`src/hdl/bfg_pkg.sv`:
```
// Shared constants, codes and types of the black frame guard.
package bfg_pkg;

  // Grid geometry and the dark-cell margin of the partial test
  localparam int GRID_COLUMNS = 24;
  localparam int GRID_ROWS    = 14;
  localparam int BLOCK        = 4;
  localparam int DARK_MARGIN  = 5;

  localparam int CELLS = GRID_COLUMNS * GRID_ROWS;
  localparam int AREA  = BLOCK * BLOCK;

  // Cell sum and its division by AREA: reciprocal multiply plus one correction
  localparam int SUM_W       = $clog2(AREA * 255 + 1);
  localparam int RECIP_SHIFT = SUM_W + 1;
  localparam int RECIP       = (2 ** RECIP_SHIFT) / AREA;
  localparam int RECIP_W     = RECIP_SHIFT + 1;
  localparam int PROD_W      = SUM_W + RECIP_W;

  localparam int SUBC_W = (BLOCK > 1) ? $clog2(BLOCK) : 1;
  localparam int COL_W  = (GRID_COLUMNS > 1) ? $clog2(GRID_COLUMNS) : 1;
  localparam int ROW_W  = (GRID_ROWS > 1) ? $clog2(GRID_ROWS) : 1;
  localparam int CELL_W = (CELLS > 1) ? $clog2(CELLS) : 1;

  localparam int CNT_W   = $clog2(CELLS + 1);
  localparam int TOTAL_W = $clog2(CELLS * 255 + 1);
  localparam int PCT_W   = $clog2(CELLS * 127 + 1);
  localparam int MARG_W  = $clog2(CELLS + DARK_MARGIN + 1);
  localparam int PCT_SCALE = 100;

  // Summary queue between front and back
  localparam int QDEPTH = 4;
  localparam int QPTR_W = $clog2(QDEPTH);
  localparam int QCNT_W = $clog2(QDEPTH + 1);

  // Field widths
  localparam int PIX_W         = 8;
  localparam int LUMA_W        = 8;
  localparam int STAGE_W       = 2;
  localparam int REASON_W      = 2;
  localparam int COUNT_FIELD_W = 9;
  localparam int LUMA_FIELD_W  = 17;
  localparam int REJ_W         = 32;
  localparam int CFG_IDX_W     = 3;
  localparam int CFG_DATA_W    = 9;

  // Stream packing
  localparam int S_TDATA_W = 24;
  localparam int S_TUSER_W = 4;
  localparam int TU_START  = 0;
  localparam int TU_STAGE  = 1;
  localparam int TU_DROP   = 3;
  localparam int M_TDATA_W = 72;
  localparam int TD_ALLOW  = 0;
  localparam int TD_REASON = 1;
  localparam int TD_NEWLY  = 3;
  localparam int TD_DARK   = 12;
  localparam int TD_LUMA   = 21;
  localparam int TD_REJ    = 38;
  localparam int TD_USED   = 70;

  localparam logic [STAGE_W-1:0] STAGE_OTHER = 2'd0;
  localparam logic [STAGE_W-1:0] STAGE_EXACT = 2'd1;
  localparam logic [STAGE_W-1:0] STAGE_MID   = 2'd2;

  localparam logic [REASON_W-1:0] REASON_NONE    = 2'd0;
  localparam logic [REASON_W-1:0] REASON_WHOLE   = 2'd1;
  localparam logic [REASON_W-1:0] REASON_PARTIAL = 2'd2;

  localparam logic [CFG_IDX_W-1:0] REG_DARK_LEVEL    = 3'd0;
  localparam logic [CFG_IDX_W-1:0] REG_LIT_LEVEL     = 3'd1;
  localparam logic [CFG_IDX_W-1:0] REG_MIN_REF_MEAN  = 3'd2;
  localparam logic [CFG_IDX_W-1:0] REG_MAX_BLANK     = 3'd3;
  localparam logic [CFG_IDX_W-1:0] REG_BLANK_PCT     = 3'd4;
  localparam logic [CFG_IDX_W-1:0] REG_REF_DARK_PCT  = 3'd5;
  localparam logic [CFG_IDX_W-1:0] REG_MIN_COLLAPSED = 3'd6;
  localparam logic [CFG_IDX_W-1:0] REG_MEAN_DROP     = 3'd7;

  localparam logic [7:0] RST_DARK_LEVEL    = 8'd8;
  localparam logic [7:0] RST_LIT_LEVEL     = 8'd36;
  localparam logic [7:0] RST_MIN_REF_MEAN  = 8'd18;
  localparam logic [7:0] RST_MAX_BLANK     = 8'd4;
  localparam logic [6:0] RST_BLANK_PCT     = 7'd94;
  localparam logic [6:0] RST_REF_DARK_PCT  = 7'd75;
  localparam logic [8:0] RST_MIN_COLLAPSED = 9'd6;
  localparam logic [7:0] RST_MEAN_DROP     = 8'd2;

  typedef struct packed {
    logic [7:0] dark_level;
    logic [7:0] lit_level;
    logic [7:0] min_reference_mean;
    logic [7:0] max_blank_mean;
    logic [6:0] blank_percent;
    logic [6:0] reference_dark_percent;
    logic [8:0] min_collapsed_cells;
    logic [7:0] mean_drop;
  } cfg_t;

  // Per-pixel control carried down the front pipeline
  typedef struct packed {
    logic               valid;
    logic               frame_start;
    logic               drop;
    logic [STAGE_W-1:0] stage;
    logic               cell_done;
    logic               frame_end;
    logic [CELL_W-1:0]  cell_addr;
  } pix_ctl_t;

  // End-of-frame summary handed to the verdict logic
  typedef struct packed {
    logic [TOTAL_W-1:0] frame_total;
    logic [CNT_W-1:0]   frame_dark;
    logic [CNT_W-1:0]   collapsed;
    logic [TOTAL_W-1:0] ref_total;
    logic [CNT_W-1:0]   ref_dark;
  } frame_rec_t;

endpackage

```
`src/hdl/bfg_ram.sv`:
```
// Generic simple dual-port RAM with registered read.
module bfg_ram #(
  parameter int WIDTH = 8,
  parameter int DEPTH = 16
) (
  input  logic                                     clk,
  input  logic                                     we,
  input  logic [((DEPTH > 1) ? $clog2(DEPTH) : 1)-1:0] waddr,
  input  logic [WIDTH-1:0]                         wdata,
  input  logic [((DEPTH > 1) ? $clog2(DEPTH) : 1)-1:0] raddr,
  output logic [WIDTH-1:0]                         rdata
);

  logic [WIDTH-1:0] mem [DEPTH];

  always_ff @(posedge clk) begin
    if (we) begin
      mem[waddr] <= wdata;
    end
    rdata <= mem[raddr];
  end

endmodule

```
`src/hdl/bfg_front.sv`:
```
// Front end: pixel position, cell sums, cell luma, reference store and frame totals.
module bfg_front import bfg_pkg::*; (
  input  logic               clk,
  input  logic               rst,
  input  cfg_t               cfg,
  input  logic               pix_valid,
  output logic               pix_ready,
  input  logic [PIX_W-1:0]   red,
  input  logic [PIX_W-1:0]   green,
  input  logic [PIX_W-1:0]   blue,
  input  logic               frame_start,
  input  logic [STAGE_W-1:0] stage,
  input  logic               drop_reference,
  input  logic [QCNT_W-1:0]  q_count,
  output logic               push,
  output frame_rec_t         push_rec
);

  // ---- position state
  logic [SUBC_W-1:0]  sub_x, sub_y;
  logic [COL_W-1:0]   col;
  logic [ROW_W-1:0]   row;
  logic [CELL_W-1:0]  row_base;
  logic               done;
  logic [STAGE_W-1:0] latched_stage;
  logic [SUM_W-1:0]   column_sums [GRID_COLUMNS];

  logic [SUBC_W-1:0]  sub_x_next, sub_y_next;
  logic [COL_W-1:0]   col_next;
  logic [ROW_W-1:0]   row_next;
  logic [CELL_W-1:0]  row_base_next;
  logic               done_next;

  logic [SUBC_W-1:0]  ex_subx, ex_suby;
  logic [COL_W-1:0]   ex_col;
  logic [ROW_W-1:0]   ex_row;
  logic [CELL_W-1:0]  ex_rb;
  logic [STAGE_W-1:0] stage_new, cur_stage;
  logic               accept, active;
  logic [PIX_W-1:0]   max_rg, max_val;
  logic               x_last, y_last, col_last, row_last, first_in_cell, cell_done;
  logic [SUM_W-1:0]   col_sum_new;

  // ---- pipeline
  pix_ctl_t           p1, p2, p3;
  logic [SUM_W-1:0]   p1_sum, p2_sum;
  logic [LUMA_W-1:0]  p2_q, p3_luma;
  logic [PROD_W-1:0]  prod;
  logic [SUM_W-1:0]   qa, rem;
  logic [LUMA_W-1:0]  luma;
  logic [LUMA_W-1:0]  ref_rdata;
  logic               ref_we;
  logic [QCNT_W:0]    pend;

  // ---- frame accumulators
  logic [TOTAL_W-1:0] frame_total, ref_total, base_total, total_new;
  logic [CNT_W-1:0]   frame_dark, collapsed, ref_dark;
  logic [CNT_W-1:0]   base_dark, base_coll, dark_new, coll_new;
  logic               ref_valid, ref_ok, is_dark, is_coll;

  // Frame ends still in flight reserve a queue slot each
  assign pend = (QCNT_W + 1)'(p1.valid && p1.frame_end)
              + (QCNT_W + 1)'(p2.valid && p2.frame_end)
              + (QCNT_W + 1)'(p3.valid && p3.frame_end);
  assign pix_ready = ((QCNT_W + 1)'(q_count) + pend) < (QCNT_W + 1)'(QDEPTH);
  assign accept = pix_valid && pix_ready;

  always_comb begin
    case (stage)
      STAGE_EXACT: stage_new = STAGE_EXACT;
      STAGE_MID:   stage_new = STAGE_MID;
      default:     stage_new = STAGE_OTHER;
    endcase
  end

  assign ex_subx   = frame_start ? '0 : sub_x;
  assign ex_suby   = frame_start ? '0 : sub_y;
  assign ex_col    = frame_start ? '0 : col;
  assign ex_row    = frame_start ? '0 : row;
  assign ex_rb     = frame_start ? '0 : row_base;
  assign cur_stage = frame_start ? stage_new : latched_stage;
  assign active    = accept && (frame_start || !done);

  assign max_rg  = (green > red) ? green : red;
  assign max_val = (blue > max_rg) ? blue : max_rg;

  assign x_last        = ex_subx == SUBC_W'(BLOCK - 1);
  assign y_last        = ex_suby == SUBC_W'(BLOCK - 1);
  assign col_last      = ex_col == COL_W'(GRID_COLUMNS - 1);
  assign row_last      = ex_row == ROW_W'(GRID_ROWS - 1);
  assign first_in_cell = (ex_subx == '0) && (ex_suby == '0);
  assign cell_done     = x_last && y_last;
  assign col_sum_new   = first_in_cell ? SUM_W'(max_val)
                                       : column_sums[ex_col] + SUM_W'(max_val);

  always_comb begin
    sub_x_next    = ex_subx;
    sub_y_next    = ex_suby;
    col_next      = ex_col;
    row_next      = ex_row;
    row_base_next = ex_rb;
    done_next     = 1'b0;
    if (x_last) begin
      sub_x_next = '0;
      if (col_last) begin
        col_next = '0;
        if (y_last) begin
          sub_y_next = '0;
          if (row_last) begin
            row_next      = '0;
            row_base_next = '0;
            done_next     = 1'b1;
          end else begin
            row_next      = ex_row + 1'b1;
            row_base_next = ex_rb + CELL_W'(GRID_COLUMNS);
          end
        end else begin
          sub_y_next = ex_suby + 1'b1;
        end
      end else begin
        col_next = ex_col + 1'b1;
      end
    end else begin
      sub_x_next = ex_subx + 1'b1;
    end
  end

  always_ff @(posedge clk) begin
    if (rst) begin
      sub_x         <= '0;
      sub_y         <= '0;
      col           <= '0;
      row           <= '0;
      row_base      <= '0;
      done          <= 1'b0;
      latched_stage <= STAGE_OTHER;
    end else begin
      if (accept && frame_start) begin
        latched_stage <= stage_new;
      end
      if (active) begin
        sub_x    <= sub_x_next;
        sub_y    <= sub_y_next;
        col      <= col_next;
        row      <= row_next;
        row_base <= row_base_next;
        done     <= done_next;
      end
    end
  end

  always_ff @(posedge clk) begin
    if (active) begin
      column_sums[ex_col] <= col_sum_new;
    end
  end

  // ---- stage 1: reciprocal multiply
  always_ff @(posedge clk) begin
    if (rst) begin
      p1.valid <= 1'b0;
    end else begin
      p1.valid <= active;
    end
    p1.frame_start <= frame_start;
    p1.drop        <= drop_reference;
    p1.stage       <= cur_stage;
    p1.cell_done   <= cell_done;
    p1.frame_end   <= cell_done && col_last && row_last;
    p1.cell_addr   <= ex_rb + CELL_W'(ex_col);
    p1_sum         <= col_sum_new;
  end

  assign prod = PROD_W'(p1_sum) * PROD_W'(RECIP);

  always_ff @(posedge clk) begin
    if (rst) begin
      p2.valid <= 1'b0;
    end else begin
      p2.valid <= p1.valid;
    end
    p2.frame_start <= p1.frame_start;
    p2.drop        <= p1.drop;
    p2.stage       <= p1.stage;
    p2.cell_done   <= p1.cell_done;
    p2.frame_end   <= p1.frame_end;
    p2.cell_addr   <= p1.cell_addr;
    p2_sum         <= p1_sum;
    p2_q           <= prod[RECIP_SHIFT +: LUMA_W];
  end

  // ---- stage 2: quotient correction, reference write and read
  assign qa   = SUM_W'(p2_q * AREA);
  assign rem  = p2_sum - qa;
  assign luma = (rem >= SUM_W'(AREA)) ? p2_q + 1'b1 : p2_q;

  assign ref_we = p2.valid && p2.cell_done && (p2.stage == STAGE_EXACT);

  bfg_ram #(
    .WIDTH(LUMA_W),
    .DEPTH(CELLS)
  ) u_ref_ram (
    .clk  (clk),
    .we   (ref_we),
    .waddr(p2.cell_addr),
    .wdata(luma),
    .raddr(p2.cell_addr),
    .rdata(ref_rdata)
  );

  always_ff @(posedge clk) begin
    if (rst) begin
      p3.valid <= 1'b0;
    end else begin
      p3.valid <= p2.valid;
    end
    p3.frame_start <= p2.frame_start;
    p3.drop        <= p2.drop;
    p3.stage       <= p2.stage;
    p3.cell_done   <= p2.cell_done;
    p3.frame_end   <= p2.frame_end;
    p3.cell_addr   <= p2.cell_addr;
    p3_luma        <= luma;
  end

  // ---- stage 3: frame totals and reference bookkeeping
  assign base_total = p3.frame_start ? '0 : frame_total;
  assign base_dark  = p3.frame_start ? '0 : frame_dark;
  assign base_coll  = p3.frame_start ? '0 : collapsed;
  assign is_dark    = p3.cell_done && (p3_luma <= cfg.dark_level);
  assign is_coll    = is_dark && (p3.stage == STAGE_MID) && (ref_rdata >= cfg.lit_level);
  assign total_new  = p3.cell_done ? base_total + TOTAL_W'(p3_luma) : base_total;
  assign dark_new   = base_dark + CNT_W'(is_dark);
  assign coll_new   = base_coll + CNT_W'(is_coll);
  assign ref_ok     = ref_valid &&
                      !(p3.frame_start && (p3.drop || (p3.stage == STAGE_EXACT)));

  always_ff @(posedge clk) begin
    if (rst) begin
      frame_total <= '0;
      frame_dark  <= '0;
      collapsed   <= '0;
      ref_total   <= '0;
      ref_dark    <= '0;
      ref_valid   <= 1'b0;
    end else if (p3.valid) begin
      frame_total <= total_new;
      frame_dark  <= dark_new;
      collapsed   <= coll_new;
      ref_valid   <= ref_ok;
      if (p3.frame_end && (p3.stage == STAGE_EXACT)) begin
        ref_total <= total_new;
        ref_dark  <= dark_new;
        ref_valid <= 1'b1;
      end
    end
  end

  assign push = p3.valid && p3.frame_end && (p3.stage == STAGE_MID) && ref_ok;
  assign push_rec.frame_total = total_new;
  assign push_rec.frame_dark  = dark_new;
  assign push_rec.collapsed   = coll_new;
  assign push_rec.ref_total   = ref_total;
  assign push_rec.ref_dark    = ref_dark;

endmodule

```
`src/hdl/bfg_queue.sv`:
```
// Short queue of frame summaries between front and back.
module bfg_queue import bfg_pkg::*; (
  input  logic              clk,
  input  logic              rst,
  input  logic              push,
  input  frame_rec_t        push_rec,
  input  logic              pop,
  output logic              head_valid,
  output frame_rec_t        head_rec,
  output logic [QCNT_W-1:0] count
);

  frame_rec_t        entries [QDEPTH];
  logic [QPTR_W-1:0] wr_ptr, rd_ptr;

  assign head_valid = count != '0;
  assign head_rec   = entries[rd_ptr];

  always_ff @(posedge clk) begin
    if (rst) begin
      wr_ptr <= '0;
      rd_ptr <= '0;
      count  <= '0;
    end else begin
      if (push) begin
        wr_ptr <= wr_ptr + 1'b1;
      end
      if (pop) begin
        rd_ptr <= rd_ptr + 1'b1;
      end
      count <= count + QCNT_W'(push) - QCNT_W'(pop);
    end
  end

  always_ff @(posedge clk) begin
    if (push) begin
      entries[wr_ptr] <= push_rec;
    end
  end

endmodule

```
`src/hdl/bfg_back.sv`:
```
// Back end: black-frame verdict, reject counter and output register.
module bfg_back import bfg_pkg::*; (
  input  logic                     clk,
  input  logic                     rst,
  input  cfg_t                     cfg,
  input  logic                     q_valid,
  input  frame_rec_t               q_rec,
  output logic                     q_pop,
  output logic                     out_valid,
  input  logic                     out_ready,
  output logic                     allow,
  output logic [REASON_W-1:0]      reject_reason,
  output logic [COUNT_FIELD_W-1:0] newly_dark_cells,
  output logic [COUNT_FIELD_W-1:0] dark_cells,
  output logic [LUMA_FIELD_W-1:0]  luma_total,
  output logic [REJ_W-1:0]         rejected_total
);

  // Mean and percent thresholds scaled by the cell count
  logic [TOTAL_W-1:0] thr_min_ref, thr_blank, thr_drop;
  logic [PCT_W-1:0]   thr_bpct, thr_rpct;
  logic [PCT_W-1:0]   dark_pct, ref_pct;
  logic               whole, partial;
  logic [REASON_W-1:0] reason;

  always_ff @(posedge clk) begin
    thr_min_ref <= TOTAL_W'(cfg.min_reference_mean * CELLS);
    thr_blank   <= TOTAL_W'(cfg.max_blank_mean * CELLS);
    thr_drop    <= TOTAL_W'(cfg.mean_drop * CELLS);
    thr_bpct    <= PCT_W'(cfg.blank_percent * CELLS);
    thr_rpct    <= PCT_W'(cfg.reference_dark_percent * CELLS);
  end

  assign dark_pct = PCT_W'(q_rec.frame_dark * PCT_SCALE);
  assign ref_pct  = PCT_W'(q_rec.ref_dark * PCT_SCALE);

  assign whole = (q_rec.ref_total >= thr_min_ref) &&
                 ((q_rec.frame_total <= thr_blank) ||
                  ((dark_pct >= thr_bpct) && (ref_pct < thr_rpct)));

  assign partial = (CFG_DATA_W'(q_rec.collapsed) >= cfg.min_collapsed_cells) &&
                   (MARG_W'(q_rec.frame_dark) >=
                    MARG_W'(q_rec.ref_dark) + MARG_W'(DARK_MARGIN)) &&
                   (({1'b0, q_rec.frame_total} + {1'b0, thr_drop}) <
                    {1'b0, q_rec.ref_total});

  always_comb begin
    if (whole) begin
      reason = REASON_WHOLE;
    end else if (partial) begin
      reason = REASON_PARTIAL;
    end else begin
      reason = REASON_NONE;
    end
  end

  assign q_pop = q_valid && (!out_valid || out_ready);

  always_ff @(posedge clk) begin
    if (rst) begin
      out_valid      <= 1'b0;
      rejected_total <= '0;
    end else begin
      if (q_pop) begin
        out_valid <= 1'b1;
        if (reason != REASON_NONE) begin
          rejected_total <= rejected_total + 1'b1;
        end
      end else if (out_ready) begin
        out_valid <= 1'b0;
      end
    end
  end

  always_ff @(posedge clk) begin
    if (q_pop) begin
      allow            <= reason == REASON_NONE;
      reject_reason    <= reason;
      newly_dark_cells <= COUNT_FIELD_W'(q_rec.collapsed);
      dark_cells       <= COUNT_FIELD_W'(q_rec.frame_dark);
      luma_total       <= LUMA_FIELD_W'(q_rec.frame_total);
    end
  end

endmodule

```
`src/hdl/black_frame_guard_top.sv`:
```
// Top level of the black frame guard: configuration registers and stream ports.
//
//   channel   dir   handshake          payload
//   s_*       in    s_tvalid/s_tready  tdata: red, green, blue; tuser: start, stage, drop
//   m_*       out   m_tvalid/m_tready  tdata: allow, reason, counts, totals
//   cfg_*     in    cfg_we             cfg_index, cfg_wdata
//
// One pixel is taken per clock while s_tready is high; the rate is set by the per-pixel cell-sum update.
// m_tvalid rises once the last pixel of a midpoint frame has passed p1, p2, p3, the queue and the output register.
// s_tready drops only when queued and in-flight frame ends fill the four-entry queue.
// Reset is synchronous; the reference store needs no clearing pass.
module black_frame_guard_top import bfg_pkg::*; (
  input  logic                  clk,
  input  logic                  rst,
  input  logic                  s_tvalid,
  output logic                  s_tready,
  input  logic [S_TDATA_W-1:0]  s_tdata,   // red, green, blue
  input  logic [S_TUSER_W-1:0]  s_tuser,   // frame_start, stage[1:0], drop_reference
  output logic                  m_tvalid,
  input  logic                  m_tready,
  // allow, reject_reason[1:0], newly_dark_cells[8:0], dark_cells[8:0],
  // luma_total[16:0], rejected_total[31:0], zero pad
  output logic [M_TDATA_W-1:0]  m_tdata,
  input  logic                  cfg_we,
  input  logic [CFG_IDX_W-1:0]  cfg_index,
  input  logic [CFG_DATA_W-1:0] cfg_wdata
);

  cfg_t                     cfg;
  logic                     push, pop, head_valid;
  frame_rec_t               push_rec, head_rec;
  logic [QCNT_W-1:0]        q_count;
  logic                     allow;
  logic [REASON_W-1:0]      reject_reason;
  logic [COUNT_FIELD_W-1:0] newly_dark_cells, dark_cells;
  logic [LUMA_FIELD_W-1:0]  luma_total;
  logic [REJ_W-1:0]         rejected_total;

  always_ff @(posedge clk) begin
    if (rst) begin
      cfg.dark_level             <= RST_DARK_LEVEL;
      cfg.lit_level              <= RST_LIT_LEVEL;
      cfg.min_reference_mean     <= RST_MIN_REF_MEAN;
      cfg.max_blank_mean         <= RST_MAX_BLANK;
      cfg.blank_percent          <= RST_BLANK_PCT;
      cfg.reference_dark_percent <= RST_REF_DARK_PCT;
      cfg.min_collapsed_cells    <= RST_MIN_COLLAPSED;
      cfg.mean_drop              <= RST_MEAN_DROP;
    end else if (cfg_we) begin
      case (cfg_index)
        REG_DARK_LEVEL:    cfg.dark_level             <= cfg_wdata[7:0];
        REG_LIT_LEVEL:     cfg.lit_level              <= cfg_wdata[7:0];
        REG_MIN_REF_MEAN:  cfg.min_reference_mean     <= cfg_wdata[7:0];
        REG_MAX_BLANK:     cfg.max_blank_mean         <= cfg_wdata[7:0];
        REG_BLANK_PCT:     cfg.blank_percent          <= cfg_wdata[6:0];
        REG_REF_DARK_PCT:  cfg.reference_dark_percent <= cfg_wdata[6:0];
        REG_MIN_COLLAPSED: cfg.min_collapsed_cells    <= cfg_wdata[8:0];
        REG_MEAN_DROP:     cfg.mean_drop              <= cfg_wdata[7:0];
        default: ;
      endcase
    end
  end

  bfg_front u_front (
    .clk           (clk),
    .rst           (rst),
    .cfg           (cfg),
    .pix_valid     (s_tvalid),
    .pix_ready     (s_tready),
    .red           (s_tdata[0 +: PIX_W]),
    .green         (s_tdata[PIX_W +: PIX_W]),
    .blue          (s_tdata[2*PIX_W +: PIX_W]),
    .frame_start   (s_tuser[TU_START]),
    .stage         (s_tuser[TU_STAGE +: STAGE_W]),
    .drop_reference(s_tuser[TU_DROP]),
    .q_count       (q_count),
    .push          (push),
    .push_rec      (push_rec)
  );

  bfg_queue u_queue (
    .clk       (clk),
    .rst       (rst),
    .push      (push),
    .push_rec  (push_rec),
    .pop       (pop),
    .head_valid(head_valid),
    .head_rec  (head_rec),
    .count     (q_count)
  );

  bfg_back u_back (
    .clk             (clk),
    .rst             (rst),
    .cfg             (cfg),
    .q_valid         (head_valid),
    .q_rec           (head_rec),
    .q_pop           (pop),
    .out_valid       (m_tvalid),
    .out_ready       (m_tready),
    .allow           (allow),
    .reject_reason   (reject_reason),
    .newly_dark_cells(newly_dark_cells),
    .dark_cells      (dark_cells),
    .luma_total      (luma_total),
    .rejected_total  (rejected_total)
  );

  assign m_tdata[TD_ALLOW]                   = allow;
  assign m_tdata[TD_REASON +: REASON_W]      = reject_reason;
  assign m_tdata[TD_NEWLY +: COUNT_FIELD_W]  = newly_dark_cells;
  assign m_tdata[TD_DARK +: COUNT_FIELD_W]   = dark_cells;
  assign m_tdata[TD_LUMA +: LUMA_FIELD_W]    = luma_total;
  assign m_tdata[TD_REJ +: REJ_W]            = rejected_total;
  assign m_tdata[M_TDATA_W-1:TD_USED]        = '0;

endmodule

```
`config.mk`:
```
export PLATFORM = sky130hd
export DESIGN_NAME = black_frame_guard_top
export DESIGN_NICKNAME = d
export VERILOG_FILES = /design/src/hdl/bfg_pkg.sv /design/src/hdl/bfg_ram.sv /design/src/hdl/bfg_front.sv /design/src/hdl/bfg_queue.sv /design/src/hdl/bfg_back.sv /design/src/hdl/black_frame_guard_top.sv
export SDC_FILE = /design/constraint.sdc
export NUM_CORES = 2
export LEC_CHECK = 0
export BUFFER_PORTS_ARGS = -buffer_cell sky130_fd_sc_hd__buf_2
export CAP_MARGIN = 0
export CORE_MARGIN = 2
export CORE_UTILIZATION = 42
export DETAILED_ROUTE_END_ITERATION = 7
export PLACE_DENSITY_LB_ADDON = 0.25
export SLEW_MARGIN = 30
export SYNTH_ARGS = -nofsm -noshare
export SYNTH_HDL_FRONTEND = slang
export SYNTH_SLANG_ARGS = --single-unit
```
`constraint.sdc`:
```
create_clock -name clk -period 6.5 [get_ports clk]
set_input_delay 0.325 -clock clk [delete_from_list [all_inputs] [get_ports clk]]
set_output_delay 0.325 -clock clk [all_outputs]
set_load 0.02 [all_outputs]
```
==> results.json <==
{
  "period_needed_ps": 6110,
  "worstMarginPinSlew_ps": 1140,
  "ant_nets": 0,
  "yosys_warnings": 0,
  "max_freq_mhz": 164,
  "swShare": 0.226,
  "cpLargestDelayFamily": "compound AO/OA/AOI/OAI gates",
  "viasPerCell": 5.70,
  "endpoint_kind": "register",
  "clk_path_buf_depth": 4,
  "final_core_util": 0.476,
  "grt_max_degree": 238,
  "clock-root-buffer": "clkbuf_16",
  "finalWirelength_mm": 354,
  "arrival_ps": 6920,
  "fin_ws_ps": 385,
  "power_frac_clock": 0.405,
  "clock-sinks": 3584,
  "dr.pass1.iters": 6,
  "die_w_um": 592,
  "drv_slew": 0,
  "grt.total_usage": 0.199,
  "dieArea_um2": 351000,
  "path_max_fanout": 11,
  "synth.avg_cell_area_um2": 18.8,
  "clk_pin_slew_ps": 60,
  "max-cap-violations": 0,
  "syn-cell-area_um2": 145000,
  "seq_area_frac_synth": 0.718,
  "post-dp-hpwl_mm": 215,
  "vias": 73500,
  "timing.final.hold_violations": 0,
  "fin_crit_sh": 0.941,
  "drt_iter0_markers": 7636,
  "remaining_drc_errors": 0,
  "numCtsBuffers": 369,
  "slowest_stage": "mux4_2",
  "io_pins": 119,
  "final-setup-viol-count": 0,
  "drive_gt1_frac": 0.225,
  "cp_slowest_stage_delay_ps": 560,
  "io_buffers": 116,
  "crit_buf_inv": 5,
  "area_growth_pct": 13.0,
  "grt_remaining_overflow": 0,
  "critPathRequiredTime_ps": 7310,
  "relSlewSlack": 0.241,
  "hold_slack_ps": 48.1,
  "cts.htree.levels": 5,
  "antenna_found_initial": 15,
  "yosys_register_bits": 3584,
  "outcome": "finished, final reports clean",
  "combPwrFrac": 0.062,
  "insertion_delay_ps": 940,
  "fin_skew_ps": 66.4,
  "placed_area_um2": 152000,
  "dieHeight_um": 592,
  "p_leak_nw": 53.0,
  "synth.distinct_cells": 82,
  "p_int_mw": 39.7,
  "path_class": "reg -> reg",
  "synthFlopType": "edfxtp_1",
  "stdcell_area_um2": 164000,
  "seqCellArea_um2": 104000,
  "nFillCells": 28500,
  "gp_congestion": 0.824,
  "synth_edf_count": 3258,
  "p_per_area_nw_per_um2": 312,
  "netlist_instances": 7735,
  "vdd_drop_max_uv": 277,
  "synthArstFlopShare": 0,
  "hp-class": "in -> reg",
  "nets": 8465,
  "power_switching_mw": 11.6,
  "seqPwrFrac": 0.533,
  "coreArea_um2": 345000,
  "pre_cts_ws_ps": -78.0,
  "grt_pass1_vias": 73900,
  "grt_pass1_wl_mm": 514,
  "rows": 216,
  "final_common_cell": "edfxtp_1",
  "path_common_cell": "a21oi_1",
  "tns_ps": 0,
  "multi_input_area_um2": 38700,
  "start_util": 0.421,
  "tritoncts": "yes",
  "drt-wirelength-per-cell_um": 27.5,
  "final_cell_mix": "edfxtp_1, mux4_2, nor2_1, clkbuf_16, ha_1",
  "cp-start-kind": "register"
}
-- cells in the mapped netlist (all sizes together), types with 34 or more instances --
cell type	n	area share
o21ai	85	0.0029
edfxtp	3258	0.67
xor2	34	0.0020
nor2	572	0.015
mux2i	96	0.0066
nand3	70	0.0024
a21o	38	0.0020
nor2b	83	0.0036
o21bai	40	0.0021
ha	362	0.031
buf	148	0.0047
dfxtp	326	0.045
nor3	44	0.0015
nand2	272	0.0070
a21oi	242	0.0084
mux4	929	0.14
clkbuf	257	0.0067
nand4	34	0.0015
a211oi	69	0.0036
xnor2	106	0.0064
inv	273	0.0070
-- path summary, 6_finish.rpt --
path              depth (start not counted)                                      to  slack [ps]             startpoint
hold reg to reg                           0                   u_front.p2[4]$_DFF_P_         290  u_front.p1[4]$_DFF_P_
setup reg to reg                         26  u_back.rejected_total[31]$_SDFFE_PP0P_         390               register
hold / removal                            4                    cfg[61]$_SDFFE_PP0P_          50           cfg_index[0]
setup / recovery                         26  u_back.rejected_total[31]$_SDFFE_PP0P_         390               register
-- state kept, by name, summed over array words and instances, names as in the netlist, 12 cells and up, named ones only --
signal	cells
u_front.p2	16
u_front.ref_total	17
u_back.thr_bpct	12
u_queue.entries	244
u_back.thr_rpct	12
u_front.column_sums	288
u_back.thr_min_ref	13
u_front.frame_total	17
cfg	63
u_back.rejected_total	32
u_front.u_ref_ram.mem	2688
u_front.p1	16
u_back.thr_drop	13
u_back.thr_blank	13
u_back.luma_total	17
-- metal layers --
metal  vias to the layer above  share of wire  GRT usage
met3                       408          0.066     0.0318
met5                         -       0.000037          0
met4                         2          0.020     0.0451
li1                      31600              -          -
met1                     39100           0.43      0.286
met2                      2479           0.48      0.321
-- kinds of logic (layout without fill, tap and decap cells) --
kind of cell | count (synthesis) | count (layout) | share of synthesized area
other cells | 1 | 8 | 0.0000258
compound gates | 686 | 686 | 0.0312
mux | 1056 | 1056 | 0.153
fa+ha+maj | 388 | 388 | 0.0347
simple gates | 1199 | 1199 | 0.0366
buf+inv | 681 | 1268 | 0.0185
xor+xnor | 140 | 140 | 0.00843
flops | 3584 | 3584 | 0.718
-- per-stage QoR --
| step | total power, mW | std cells |
|---|---|---|
| finish | 51.3 | 12900 |
| global route | 52.8 | 12900 |
| CTS | 51.6 | 12900 |
| detailed placement | 30.9 | 12200 |
| global placement | 30.7 | 12200 |
| floorplan | 29.8 | 7736 |
-- power groups by stage --
stage / clock (mW) / combinational, mW / sequential [mW]
floorplan: 0 / 0.926 / 28.8
global route: 22.0 / 3.47 / 27.3
CTS: 21.2 / 3.10 / 27.4
global placement: 0 / 2.91 / 27.8
finish: 20.8 / 3.18 / 27.3
detailed placement: 0 / 3.08 / 27.9
-- worst register-to-register path: cells and delay by family (launching register included) --
family                     cells  cell delay (ps)
AOI/OAI and AO/OA             14             2220
xor gates and xnor gates       1              160
adders and majority gates      5             1650
buffers and inverters          5              890
DFF                            1              480
muxes                          1              560
-- area by class of cell --
| type | count | area share |
|---|---|---|
| sequential | 3584 | 0.635 |
| multi-input combinational | 3471 | 0.235 |
| clock buffer | 475 | 0.0608 |
| tap | 4578 | 0.0348 |
| timing repair buffer | 330 | 0.0165 |
| clock inverter | 187 | 0.0109 |
| inverter | 276 | 0.00630 |
| antenna | 6 | 0.0000913 |
-- timing repair --
| item | CTS | global route |
|---|---|---|
| setup endpoints to repair | 0 | 32 |
| setup buffers | 0 | 6 |
| endpoints found under the hold margin | 129 | 0 |
| resized for setup | 0 | 4 |
| hold buffers | 30 | 0 |
Power figures use the tool's default switching activity.
